`src/rtl/sstf_pkg.sv`:
```
package sstf_pkg;

  // Running total width and its saturation point
  localparam int unsigned TOTAL_W = 17;
  localparam logic [TOTAL_W-1:0] TOTAL_MAX = '1;

  typedef enum logic [1:0] {
    ST_IDLE,
    ST_SCAN,
    ST_WAIT,
    ST_EMIT
  } state_e;

  // Commands from the controller to the datapath
  typedef struct packed {
    logic load;    // write the incoming item into the store
    logic begin_b; // open the service phase of a batch
    logic rd;      // read the store at the scan index
    logic emit;    // serve the nearest request found by the scan
    logic finish;  // close the batch
  } cmd_t;

  // Status from the datapath to the controller
  typedef struct packed {
    logic full_next;  // the item being loaded fills the store
    logic scan_last;  // scan index is at the last stored entry
    logic batch_last; // the request being served is the batch's final one
  } stat_t;

endpackage

```
`src/rtl/sstf_ctrl.sv`:
```
module sstf_ctrl (
  input  logic           clk_i,
  input  logic           rst_ni,
  input  logic           start_i,
  input  logic           last_i,
  input  sstf_pkg::stat_t stat_i,
  output sstf_pkg::cmd_t  cmd_o,
  output logic           busy_o
);
  import sstf_pkg::*;

  state_e state_q, state_d;

  always_ff @(posedge clk_i or negedge rst_ni) begin
    if (!rst_ni) begin
      state_q <= ST_IDLE;
    end else begin
      state_q <= state_d;
    end
  end

  always_comb begin
    state_d = state_q;
    cmd_o   = '0;
    busy_o  = 1'b1;
    unique case (state_q)
      ST_IDLE: begin
        busy_o = 1'b0;
        if (start_i) begin
          cmd_o.load = 1'b1;
          // a full store closes the batch like a marked last item
          if (last_i || stat_i.full_next) begin
            cmd_o.begin_b = 1'b1;
            state_d       = ST_SCAN;
          end
        end
      end
      ST_SCAN: begin
        cmd_o.rd = 1'b1;
        if (stat_i.scan_last) begin
          state_d = ST_WAIT;
        end
      end
      ST_WAIT: begin
        // last read data is compared in this cycle
        state_d = ST_EMIT;
      end
      ST_EMIT: begin
        cmd_o.emit = 1'b1;
        if (stat_i.batch_last) begin
          cmd_o.finish = 1'b1;
          state_d      = ST_IDLE;
        end else begin
          state_d = ST_SCAN;
        end
      end
      default: begin
        state_d = ST_IDLE;
      end
    endcase
  end

  a_load_idle: assert property (@(posedge clk_i) disable iff (!rst_ni)
    cmd_o.load |-> (state_q == ST_IDLE))
    else $error("item loaded outside idle");

endmodule

```
`src/rtl/sstf_dp.sv`:
```
module sstf_dp #(
  parameter int unsigned MAX_REQUESTS  = 16,
  parameter int unsigned CYLINDER_BITS = 13
) (
  input  logic                      clk_i,
  input  logic                      rst_ni,
  input  sstf_pkg::cmd_t            cmd_i,
  output sstf_pkg::stat_t           stat_o,
  input  logic                      cfg_we_i,
  input  logic [CYLINDER_BITS-1:0]  cfg_data_i,
  input  logic [CYLINDER_BITS-1:0]  req_cyl_i,
  output logic                      res_valid_o,
  output logic [CYLINDER_BITS-1:0]  res_cyl_o,
  output logic [CYLINDER_BITS-1:0]  res_dist_o,
  output logic [sstf_pkg::TOTAL_W-1:0] res_total_o,
  output logic                      res_last_o
);
  import sstf_pkg::*;

  localparam int unsigned IDX_W = (MAX_REQUESTS > 1) ? $clog2(MAX_REQUESTS) : 1;
  localparam int unsigned CNT_W = $clog2(MAX_REQUESTS + 1);
  localparam int unsigned SUM_W =
    ((TOTAL_W > CYLINDER_BITS) ? TOTAL_W : CYLINDER_BITS) + 1;

  logic [CYLINDER_BITS-1:0] store_mem [MAX_REQUESTS];

  logic [CYLINDER_BITS-1:0] start_cyl_q;
  logic [CNT_W-1:0]         count_q, count_d;
  logic [CNT_W-1:0]         served_q, served_d;
  logic [IDX_W-1:0]         idx_q, idx_d;
  logic [MAX_REQUESTS-1:0]  mask_q, mask_d;
  logic                     rd_valid_q;
  logic [IDX_W-1:0]         rd_idx_q;
  logic [CYLINDER_BITS-1:0] rd_data_q;
  logic [CYLINDER_BITS-1:0] head_q, head_d;
  logic [TOTAL_W-1:0]       total_q, total_d;
  logic                     found_q, found_d;
  logic [CYLINDER_BITS-1:0] best_dist_q;
  logic [CYLINDER_BITS-1:0] best_cyl_q;
  logic [IDX_W-1:0]         best_idx_q;
  logic                     res_valid_q;
  logic [CYLINDER_BITS-1:0] res_cyl_q, res_dist_q;
  logic [TOTAL_W-1:0]       res_total_q;
  logic                     res_last_q;

  logic [CYLINDER_BITS-1:0] cand_dist;
  logic                     take;
  logic [SUM_W-1:0]         sum;
  logic [CNT_W-1:0]         count_m1;

  assign count_m1 = count_q - CNT_W'(1);

  assign stat_o.full_next  = (count_q == CNT_W'(MAX_REQUESTS - 1));
  assign stat_o.scan_last  = (CNT_W'(idx_q) == count_m1);
  assign stat_o.batch_last = (served_q == count_m1);

  // distance from the head to the entry just read
  assign cand_dist = (rd_data_q >= head_q) ? (rd_data_q - head_q) : (head_q - rd_data_q);
  assign take = rd_valid_q && !mask_q[rd_idx_q] && (!found_q || (cand_dist < best_dist_q));

  assign sum = SUM_W'(total_q) + SUM_W'(best_dist_q);

  always_comb begin
    count_d  = count_q;
    served_d = served_q;
    idx_d    = idx_q;
    mask_d   = mask_q;
    head_d   = head_q;
    total_d  = total_q;
    found_d  = found_q;
    if (take) begin
      found_d = 1'b1;
    end
    if (cmd_i.load) begin
      count_d = count_q + CNT_W'(1);
    end
    if (cmd_i.begin_b) begin
      head_d   = start_cyl_q;
      total_d  = '0;
      served_d = '0;
      idx_d    = '0;
      found_d  = 1'b0;
    end
    if (cmd_i.rd) begin
      idx_d = idx_q + IDX_W'(1);
    end
    if (cmd_i.emit) begin
      mask_d[best_idx_q] = 1'b1;
      head_d   = best_cyl_q;
      total_d  = (sum > SUM_W'(TOTAL_MAX)) ? TOTAL_MAX : sum[TOTAL_W-1:0];
      served_d = served_q + CNT_W'(1);
      idx_d    = '0;
      found_d  = 1'b0;
    end
    if (cmd_i.finish) begin
      count_d = '0;
      mask_d  = '0;
    end
  end

  always_ff @(posedge clk_i or negedge rst_ni) begin
    if (!rst_ni) begin
      start_cyl_q <= '0;
      count_q     <= '0;
      served_q    <= '0;
      idx_q       <= '0;
      mask_q      <= '0;
      rd_valid_q  <= 1'b0;
      head_q      <= '0;
      total_q     <= '0;
      found_q     <= 1'b0;
      res_valid_q <= 1'b0;
    end else begin
      if (cfg_we_i) begin
        start_cyl_q <= cfg_data_i;
      end
      count_q     <= count_d;
      served_q    <= served_d;
      idx_q       <= idx_d;
      mask_q      <= mask_d;
      rd_valid_q  <= cmd_i.rd;
      head_q      <= head_d;
      total_q     <= total_d;
      found_q     <= found_d;
      res_valid_q <= cmd_i.emit;
    end
  end

  always_ff @(posedge clk_i) begin
    if (cmd_i.load) begin
      store_mem[count_q[IDX_W-1:0]] <= req_cyl_i;
    end
    if (cmd_i.rd) begin
      rd_data_q <= store_mem[idx_q];
      rd_idx_q  <= idx_q;
    end
    if (take) begin
      best_dist_q <= cand_dist;
      best_cyl_q  <= rd_data_q;
      best_idx_q  <= rd_idx_q;
    end
    if (cmd_i.emit) begin
      res_cyl_q   <= best_cyl_q;
      res_dist_q  <= best_dist_q;
      res_total_q <= total_d;
      res_last_q  <= cmd_i.finish;
    end
  end

  assign res_valid_o = res_valid_q;
  assign res_cyl_o   = res_cyl_q;
  assign res_dist_o  = res_dist_q;
  assign res_total_o = res_total_q;
  assign res_last_o  = res_last_q;

  a_emit_found: assert property (@(posedge clk_i) disable iff (!rst_ni)
    cmd_i.emit |-> found_q)
    else $error("request served without a candidate");

  a_count_range: assert property (@(posedge clk_i) disable iff (!rst_ni)
    count_q <= CNT_W'(MAX_REQUESTS))
    else $error("request count beyond store depth");

  a_finish_clear: assert property (@(posedge clk_i) disable iff (!rst_ni)
    cmd_i.finish |=> (count_q == '0) && (mask_q == '0))
    else $error("batch state not cleared after final result");

endmodule

```
`src/rtl/shortest_seek_first_scheduler.sv`:
```
// Shortest-seek-first request scheduler.
// Items come in on start/busy: an item is taken at a clock edge with start high
// and busy low. Each item writes one request cylinder into the store; the item
// with last_request_i set, or the one that fills the store, closes the batch.
// Items can be loaded back to back while busy is low.
// When a batch of n requests closes, busy rises and the head starts at the
// configured start cylinder. For each served request the block scans all n
// stored entries through the store's single registered read port, picking the
// unserved entry nearest the head (lowest index on ties). Each result appears
// for exactly one cycle with result_valid_o high; last_served_o marks the
// batch's final one. The receiver cannot hold results off. busy falls with the
// final result.
// The start cylinder is written through cfg_valid_i/cfg_ready_o/cfg_data_i;
// ready is high whenever the block is idle.
// Reset clears the batch, the start cylinder and the head; store contents are
// not cleared and are only read after being written in the current batch.
module shortest_seek_first_scheduler #(
  parameter int unsigned MAX_REQUESTS  = 16,
  parameter int unsigned CYLINDER_BITS = 13
) (
  input  logic                         clk_i,
  input  logic                         rst_ni,
  input  logic                         start,
  output logic                         busy,
  input  logic [CYLINDER_BITS-1:0]     request_cylinder_i,
  input  logic                         last_request_i,
  output logic                         result_valid_o,
  output logic [CYLINDER_BITS-1:0]     served_cylinder_o,
  output logic [CYLINDER_BITS-1:0]     seek_distance_o,
  output logic [sstf_pkg::TOTAL_W-1:0] total_movement_o,
  output logic                         last_served_o,
  input  logic                         cfg_valid_i,
  output logic                         cfg_ready_o,
  input  logic [CYLINDER_BITS-1:0]     cfg_data_i
);
  import sstf_pkg::*;

  cmd_t  cmd;
  stat_t stat;
  logic  busy_int;

  assign busy        = busy_int;
  assign cfg_ready_o = ~busy_int;

  sstf_ctrl u_ctrl (
    .clk_i   (clk_i),
    .rst_ni  (rst_ni),
    .start_i (start),
    .last_i  (last_request_i),
    .stat_i  (stat),
    .cmd_o   (cmd),
    .busy_o  (busy_int)
  );

  sstf_dp #(
    .MAX_REQUESTS  (MAX_REQUESTS),
    .CYLINDER_BITS (CYLINDER_BITS)
  ) u_dp (
    .clk_i       (clk_i),
    .rst_ni      (rst_ni),
    .cmd_i       (cmd),
    .stat_o      (stat),
    .cfg_we_i    (cfg_valid_i & ~busy_int),
    .cfg_data_i  (cfg_data_i),
    .req_cyl_i   (request_cylinder_i),
    .res_valid_o (result_valid_o),
    .res_cyl_o   (served_cylinder_o),
    .res_dist_o  (seek_distance_o),
    .res_total_o (total_movement_o),
    .res_last_o  (last_served_o)
  );

endmodule

```
`config.mk`:
```
export PLATFORM = sky130hd
export DESIGN_NAME = shortest_seek_first_scheduler
export DESIGN_NICKNAME = d
export VERILOG_FILES = /design/src/rtl/sstf_pkg.sv /design/src/rtl/sstf_ctrl.sv /design/src/rtl/sstf_dp.sv /design/src/rtl/shortest_seek_first_scheduler.sv
export SDC_FILE = /design/constraint.sdc
export NUM_CORES = 1
export LEC_CHECK = 0
export ABC_AREA = 1
export BUFFER_PORTS_ARGS = -buffer_cell sky130_fd_sc_hd__buf_2
export CORE_UTILIZATION = 30
export CTS_BUF_LIST = sky130_fd_sc_hd__clkbuf_16
export DETAILED_ROUTE_END_ITERATION = 8
export PLACE_DENSITY = 0.5
export SYNTH_ARGS = -nofsm -noshare
export SYNTH_HDL_FRONTEND = slang
export SYNTH_SLANG_ARGS = --single-unit
```
`constraint.sdc`:
```
create_clock -name clk_i -period 10 [get_ports clk_i]
set_input_delay 0.5 -clock clk_i [delete_from_list [all_inputs] [get_ports clk_i]]
set_output_delay 0.5 -clock clk_i [all_outputs]
set_load 0.005 [all_outputs]
```
* Word level (Yosys, flattened, before mapping)
Memory sizes are Yosys's and may differ from the RTL's. A register that Yosys moved wholly into a read port is not among the register bits.
Index checks and enable logic that the tools add are counted.
** Storage, ports and cells
- Register bits :: 156
- Input bits :: 31
- Memories :: 1
- Bits in writable memories :: 208
** Memory list
- u_dp.store_mem :: depth 16, bits a word 13, read ports 1, clocked after Yosys merged registers in 1, write ports 1, line sstf_dp.sv:25 : logic [CYLINDER_BITS-1:0] store_mem [MAX_REQUESTS];
** Cells by class
- Reductions and logical operators :: 14
- Bitwise gates (word level) :: 2
- Equality and inequality tests :: 9
- Muxes and demuxes :: 36
- $lt $le $gt $ge :: 6
- Add/subtract/negate cells :: 7
** Operators by type and width (number)
- 17-bit two-way mux :: 3
- 13-bit two-way mux :: 3
- 16-bit two-way mux :: 2
- 13-bit subtractor :: 2
- 5-bit two-way mux :: 4
- 17-bit by 13-bit adder with 18-bit output :: 1
- 18-bit by 17-bit greater-than comparator with 1-bit output (second input constant) :: 1
- 16-bit bitwise OR :: 1
- 13-bit greater-or-equal comparator :: 1
- 13-bit less-than comparator :: 1
- 1-bit two-way mux :: 12
- 2-bit two-way mux :: 6
- 4-bit two-way mux :: 3
- 5-bit by 1-bit adder with 5-bit output (second input constant) :: 2
- 4-bit by 5-bit less-than comparator with 1-bit output (second input constant) :: 2
- 2-bit one-hot mux with 4 select lines :: 1
- 2-bit nonzero test :: 3
- 3-bit nonzero test :: 2
- 4-bit by 5-bit equality test with 1-bit output :: 1
- 5-bit by 4-bit equality test with 1-bit output (second input constant) :: 1
- 5-bit equality test :: 1
- 5-bit by 1-bit subtractor with 5-bit output (second input constant) :: 1
- 4-bit by 1-bit adder with 4-bit output (second input constant) :: 1
- 1-bit binary-select mux with 4-bit select :: 1
- 12 further kinds :: 18

* Longest topological paths before layout
- Depth after elaboration :: 8
- Mapped depth :: 21
- Gate-level depth less buffers :: 21

* Modules after synthesis
From an unflattened synthesis, not the netlist that was laid out.
** Second synthesis, totals
- Cells, all modules :: 1725
- Area, all modules :: 17561.8 um^2
** Modules (own cells, without submodules)
- sstf_dp :: times used 1, area each 17324.1 um^2, cells an instance 1688
- sstf_ctrl :: times used 1, area each 224.0 um^2, cells an instance 34
- shortest_seek_first_scheduler :: times used 1, area each 13.8 um^2, cells an instance 3

* Worst setup path after synthesis
No wires, ideal clock.
- Path type :: reg-to-reg
- Start point :: reg u_dp.head_q[0]
- End point :: reg u_dp.best_cyl_q[0] (enable)
- Buffers on the path :: 0
- Slack :: 5.923 ns
- Clock period less this slack :: 4.077 ns
- Data arrival time :: 3.660 ns
- Required time :: 9.583 ns
- Cell stages (with the launch flop) :: 18
- Cells stage by stage :: dfrtp_1 > inv_1 > ha_1 > inv_1 > fa_1 > nand3_1 > nand2_1 > nand2_1 > nand2_1 > or2_2 > a21oi_2 > nor2_1 > ha_1 > a21oi_1 > o21ai_0 > a21oi_1 > a21oi_1 > nor2_1
** Between the ends
- Longest elaborated chain between the ends :: 5
- Elaborated cells on any way between the ends :: 7
** Ends and longest elaborated chain
- from (decl) :: line sstf_dp.sv:35 : logic [CYLINDER_BITS-1:0] head_q, head_d;
- from (signal assigned) :: line sstf_dp.sv:109 : head_q <= '0;
- from (signal assigned) :: line sstf_dp.sv:122 : head_q <= head_d;
- 13-bit subtractor / 13-bit greater-or-equal comparator (equally long branches) :: line sstf_dp.sv:58 : assign cand_dist = (rd_data_q >= head_q) ? (rd_data_q - head_q) : (head_q - rd_data_q);
- 13-bit two-way mux * :: line sstf_dp.sv:58
- via u_dp.cand_dist[6] :: line sstf_dp.sv:46 : logic [CYLINDER_BITS-1:0] cand_dist;
- 13-bit less-than comparator * :: line sstf_dp.sv:59 : assign take = rd_valid_q && !mask_q[rd_idx_q] && (!found_q || (cand_dist < best_dist_q));
- 1-bit logical OR * :: line sstf_dp.sv:59
- 1-bit logical AND * :: line sstf_dp.sv:59
- via u_dp.take :: line sstf_dp.sv:47 : logic take;
- to (signal assigned) :: line sstf_dp.sv:139 : best_cyl_q <= rd_data_q;
- to (decl) :: line sstf_dp.sv:39 : logic [CYLINDER_BITS-1:0] best_cyl_q;
Mark *: on every way through the listed nets, which the timed path passes. The rest lies on a longest branch.
A chain may end at the register's enable or synchronous reset.

* Worst setup path after layout
- Start point :: reg u_dp.rd_data_q[0] (read register of u_dp.store_mem)
- End point :: reg u_dp.best_cyl_q[3] (enable)
** Between the ends
- Longest elaborated chain between the ends :: 5
- Elaborated cells on any way between the ends :: 7
** Ends and longest elaborated chain
- from (decl) :: line sstf_dp.sv:34 : logic [CYLINDER_BITS-1:0] rd_data_q;
- 13-bit subtractor / 13-bit greater-or-equal comparator (equally long branches) :: line sstf_dp.sv:58
- 13-bit two-way mux * :: line sstf_dp.sv:58
- via u_dp.cand_dist[10] :: line sstf_dp.sv:46
- 13-bit less-than comparator * :: line sstf_dp.sv:59
- 1-bit logical OR * :: line sstf_dp.sv:59
- 1-bit logical AND * :: line sstf_dp.sv:59
- via u_dp.take :: line sstf_dp.sv:47
Marks and branches as above.

==> flow_summary.toml <==
[sta]
finalSetupViolations = 0
rsz0062_at_grt = "false"
fmax_mhz = 276
skew_ns = 0.0160
worstMarginPinSlew_ns = 1.08
finalHoldViolCount = 0
drv_slew = 0
finalCritPeriodShare = 0.362
setup_tns_ns = 0
period_needed_ns = 3.62
max_slew_margin = 0.283

[placed_design]
dp_hpwl_microns = 28400
port_buffers = 77
gp_congestion = 0.894
placed_area_sq_um = 18300

[synthesis]
synth_xor_area_frac = 0.00971
yosysMostFrequentCell = "nand2_1"
yosysSeqAreaShare = 0.638
synth_top_family_by_area = "simple AND/OR/NAND/NOR gates"
yosys_warnings = 0
synth-simple-area-share = 0.151
synth.avg_cell_area_sq_um = 10.8
synth-edff-count = 299
synth_nets = 1679
muxShareOfSynthArea = 0.00913
synth_compound_area_frac = 0.0933
yosys_register_bits = 377
synth_area_leader_cell = "edfxtp_1"
yosys-top-cells-area = "edfxtp_1 52%, dfrtp_1 11%, nand2_1 7.8%"
netlist_area_sq_um = 17100
yosys-top-cells-count = "355 x nand2_1, 299 x edfxtp_1, 149 x inv_1, 132 x nor2_1, 115 x o21ai_0"
synthCells = 1584
synth_cell_types = 49
yosys_most_used_dff = "edfxtp_1"
async_reset_ff_frac = 0.207
synthAdderAreaFrac = 0.0481
synth_top_area_frac = 0.524

[finish]
post-route-util = 0.349
nFillCells = 5683
nNetsFinal = 1762
drive_gt1_frac = 0.126
syn_to_final_growth_pct = 15.0
final_area_sq_um = 19700

[clock_tree]
cts-root-buf = "clkbuf_16"
h-tree-depth = 2
clk_latency_ns = 0.56
path_clk_slew_ns = 0.06
cts_tree = "built"
cts-buffers-inserted = 42
clock-sinks = 377
cts_setup_buffers = 0
cts_buffer_depth = 3

[drt]
first_pass_iters = 4
antenna_left = 0
vias = 11500
drc_errors = 0
drt_iter0_drc = 759
wirelength_microns = 43800
avgViaCountPerCell = 4.68
wl_per_cell_microns = 17.9

[worst_setup_path]
cp_num_buf_inv = 4
worst-setup-path-type = "reg2reg"
cpMostUsedCell = "nand2_1"
max_stage_delay_ns = 0.41
rrSetupSlack_ns = 6.38
critical-path-slowest-cell = "edfxtp_1"
critPathCaptureType = "flop"
crit_chain = "inv_1 -> ha_1 -> inv_1 -> fa_1 -> nand3_1 -> nand2_1 -> nand2_1 -> nand3_1 -> nand2_1 -> nand3_1 -> nand2_1 -> nand2_1 -> nand2_1 -> inv_1 -> ha_1 -> a21oi_1 -> o21ai_0 -> a21oi_1 -> a21oi_1 -> nor2_2 -> buf_4"
critical_path.top_delay_family = "simple AND/OR/NAND/NOR gates"
cp-start-kind = "flop"
arrival_ns = 3.82
crit_required_ns = 10.20
path_max_fanout = 30

[pwr]
power_leakage_uw = 0.00793
power.total_uw = 6810
p_per_area_nw_per_um2 = 346
irDropWorstVdd_mv = 0.142

[flow_run]
maxCapViolations = 0

[grt]
grt_start_max_net_pins = 91
grt-ovfl-total = 0
grt_pass1_vias = 11500
gr-usage-all-layers = 0.154
antenna_found_initial = 3
grt_pass1_wl_microns = 67200

[floorplanning]
fp.coreArea_sq_um = 56400
io_pins = 78
die_y_microns = 241
rows = 87
die_w_microns = 241
start_util = 0.304
die_area_sq_um = 58100

[outcome]
status = "complete, no violations"

[min_path]
min-delay-path-class = "in2reg"
==> what timing repair did <==
action                                  in CTS  in global routing
hold buffers                                 1                  0
resized for setup                            0                  0
endpoints found under the setup margin       0                  0
endpoints found under the hold margin       22                  0
==> placed cells by master, fill, tap and decap left out, types with 13 or more instances in the layout <==
cell	n
clkbuf_16	45
nand2_1	355
o22ai_1	18
nand3_1	87
buf_4	18
nor2_2	15
mux2_2	13
nor2_1	120
nand4_1	16
a21oi_1	94
o21ai_0	115
dfrtp_1	77
buf_2	76
inv_1	152
a221oi_1	15
edfxtp_1	299
ha_1	60
==> stage by stage <==
stage               cells  hold slack, ns  setup slack (ns)
global route         2452           0.172              6.03
detailed placement   2378           0.452              6.38
CTS                  2452           0.153              6.36
finish               2454           0.182              6.38
global placement     2378           0.449              6.45
floorplan            1584           0.204              5.92
==> final timing paths <==
path / start / end / depth (start not counted)
max: u_dp.rd_data_q[0]$_DFFE_PP_ / u_dp.best_cyl_q[3]$_DFFE_PP_ / 21
min reg2reg: u_dp.best_cyl_q[10]$_DFFE_PP_ / u_dp.res_cyl_o[10]$_DFFE_PP_ / 0
max reg2reg: u_dp.rd_data_q[0]$_DFFE_PP_ / u_dp.best_cyl_q[3]$_DFFE_PP_ / 21
max in group asynchronous: rst_ni / u_dp.idx_q[0]$_DFFE_PN0P_ / 3
min: cfg_data_i[3] / u_dp.start_cyl_q[3]$_DFFE_PN0P_ / 2
min in group asynchronous: rst_ni / u_dp.start_cyl_q[2]$_DFFE_PN0P_ / 2
==> registers in the layout (all words and copies together) (netlist names), 2 cells and up <==
name and cells:
u_dp.best_idx_q 4, u_ctrl.state_q 2, u_dp.total_q 17, u_dp.res_cyl_o 13, u_dp.store_mem 208, u_dp.best_dist_q 13
u_dp.res_dist_o 13, u_dp.start_cyl_q 13, u_dp.rd_data_q 13, u_dp.res_total_o 17, u_dp.idx_q 4, u_dp.best_cyl_q 13
u_dp.count_q 5, u_dp.served_q 5, u_dp.mask_q 16, u_dp.head_q 13, u_dp.rd_idx_q 4
==> cell families after synthesis <==
logic type / Yosys count
buf+inv: 209
mux: 14
flops: 377
fa+ha+maj: 64
simple gates: 621
xor+xnor: 19
compound gates: 280
==> worst register-to-register path, cell delays in order (launching register included) <==
cell	delay (ns)
edfxtp_1	0.41
inv_1	0.08
ha_1	0.18
inv_1	0.06
fa_1	0.41
nand3_1	0.09
nand2_1	0.11
nand2_1	0.08
nand3_1	0.16
nand2_1	0.13
nand3_1	0.09
nand2_1	0.09
nand2_1	0.05
nand2_1	0.06
inv_1	0.05
ha_1	0.29
a21oi_1	0.15
o21ai_0	0.08
a21oi_1	0.13
a21oi_1	0.09
nor2_2	0.07
buf_4	0.37
==> where the power goes <==
group | switching, uW | internal [uW] | leakage, uW | total (uW)
registers | 254 | 2190 | 0.00370 | 2440
clock network | 626 | 888 | 0.000678 | 1510
logic | 1880 | 970 | 0.00356 | 2850
total | 2760 | 4040 | 0.00793 | 6810
==> per-layer routing <==
metal	up-vias	GRT usage	part of all wire
met2	207	0.268	0.49
met3	70	0.0244	0.039
li1	5648	-	-
met1	5559	0.193	0.44
met5	-	0	0.00025
met4	2	0.0520	0.026
==> layout make-up <==
class	instances	area, sq um	share of cell area
tap	756	946	0.0480
multi-input combinational	998	5380	0.273
sequential	377	10900	0.555
inverter	153	574	0.0291
timing repair buffer	95	526	0.0267
clock inverter	28	213	0.0108
antenna	2	5.00	0.000254
clock buffer	45	1130	0.0572
Note: power is estimated with default switching activity, not from simulation.
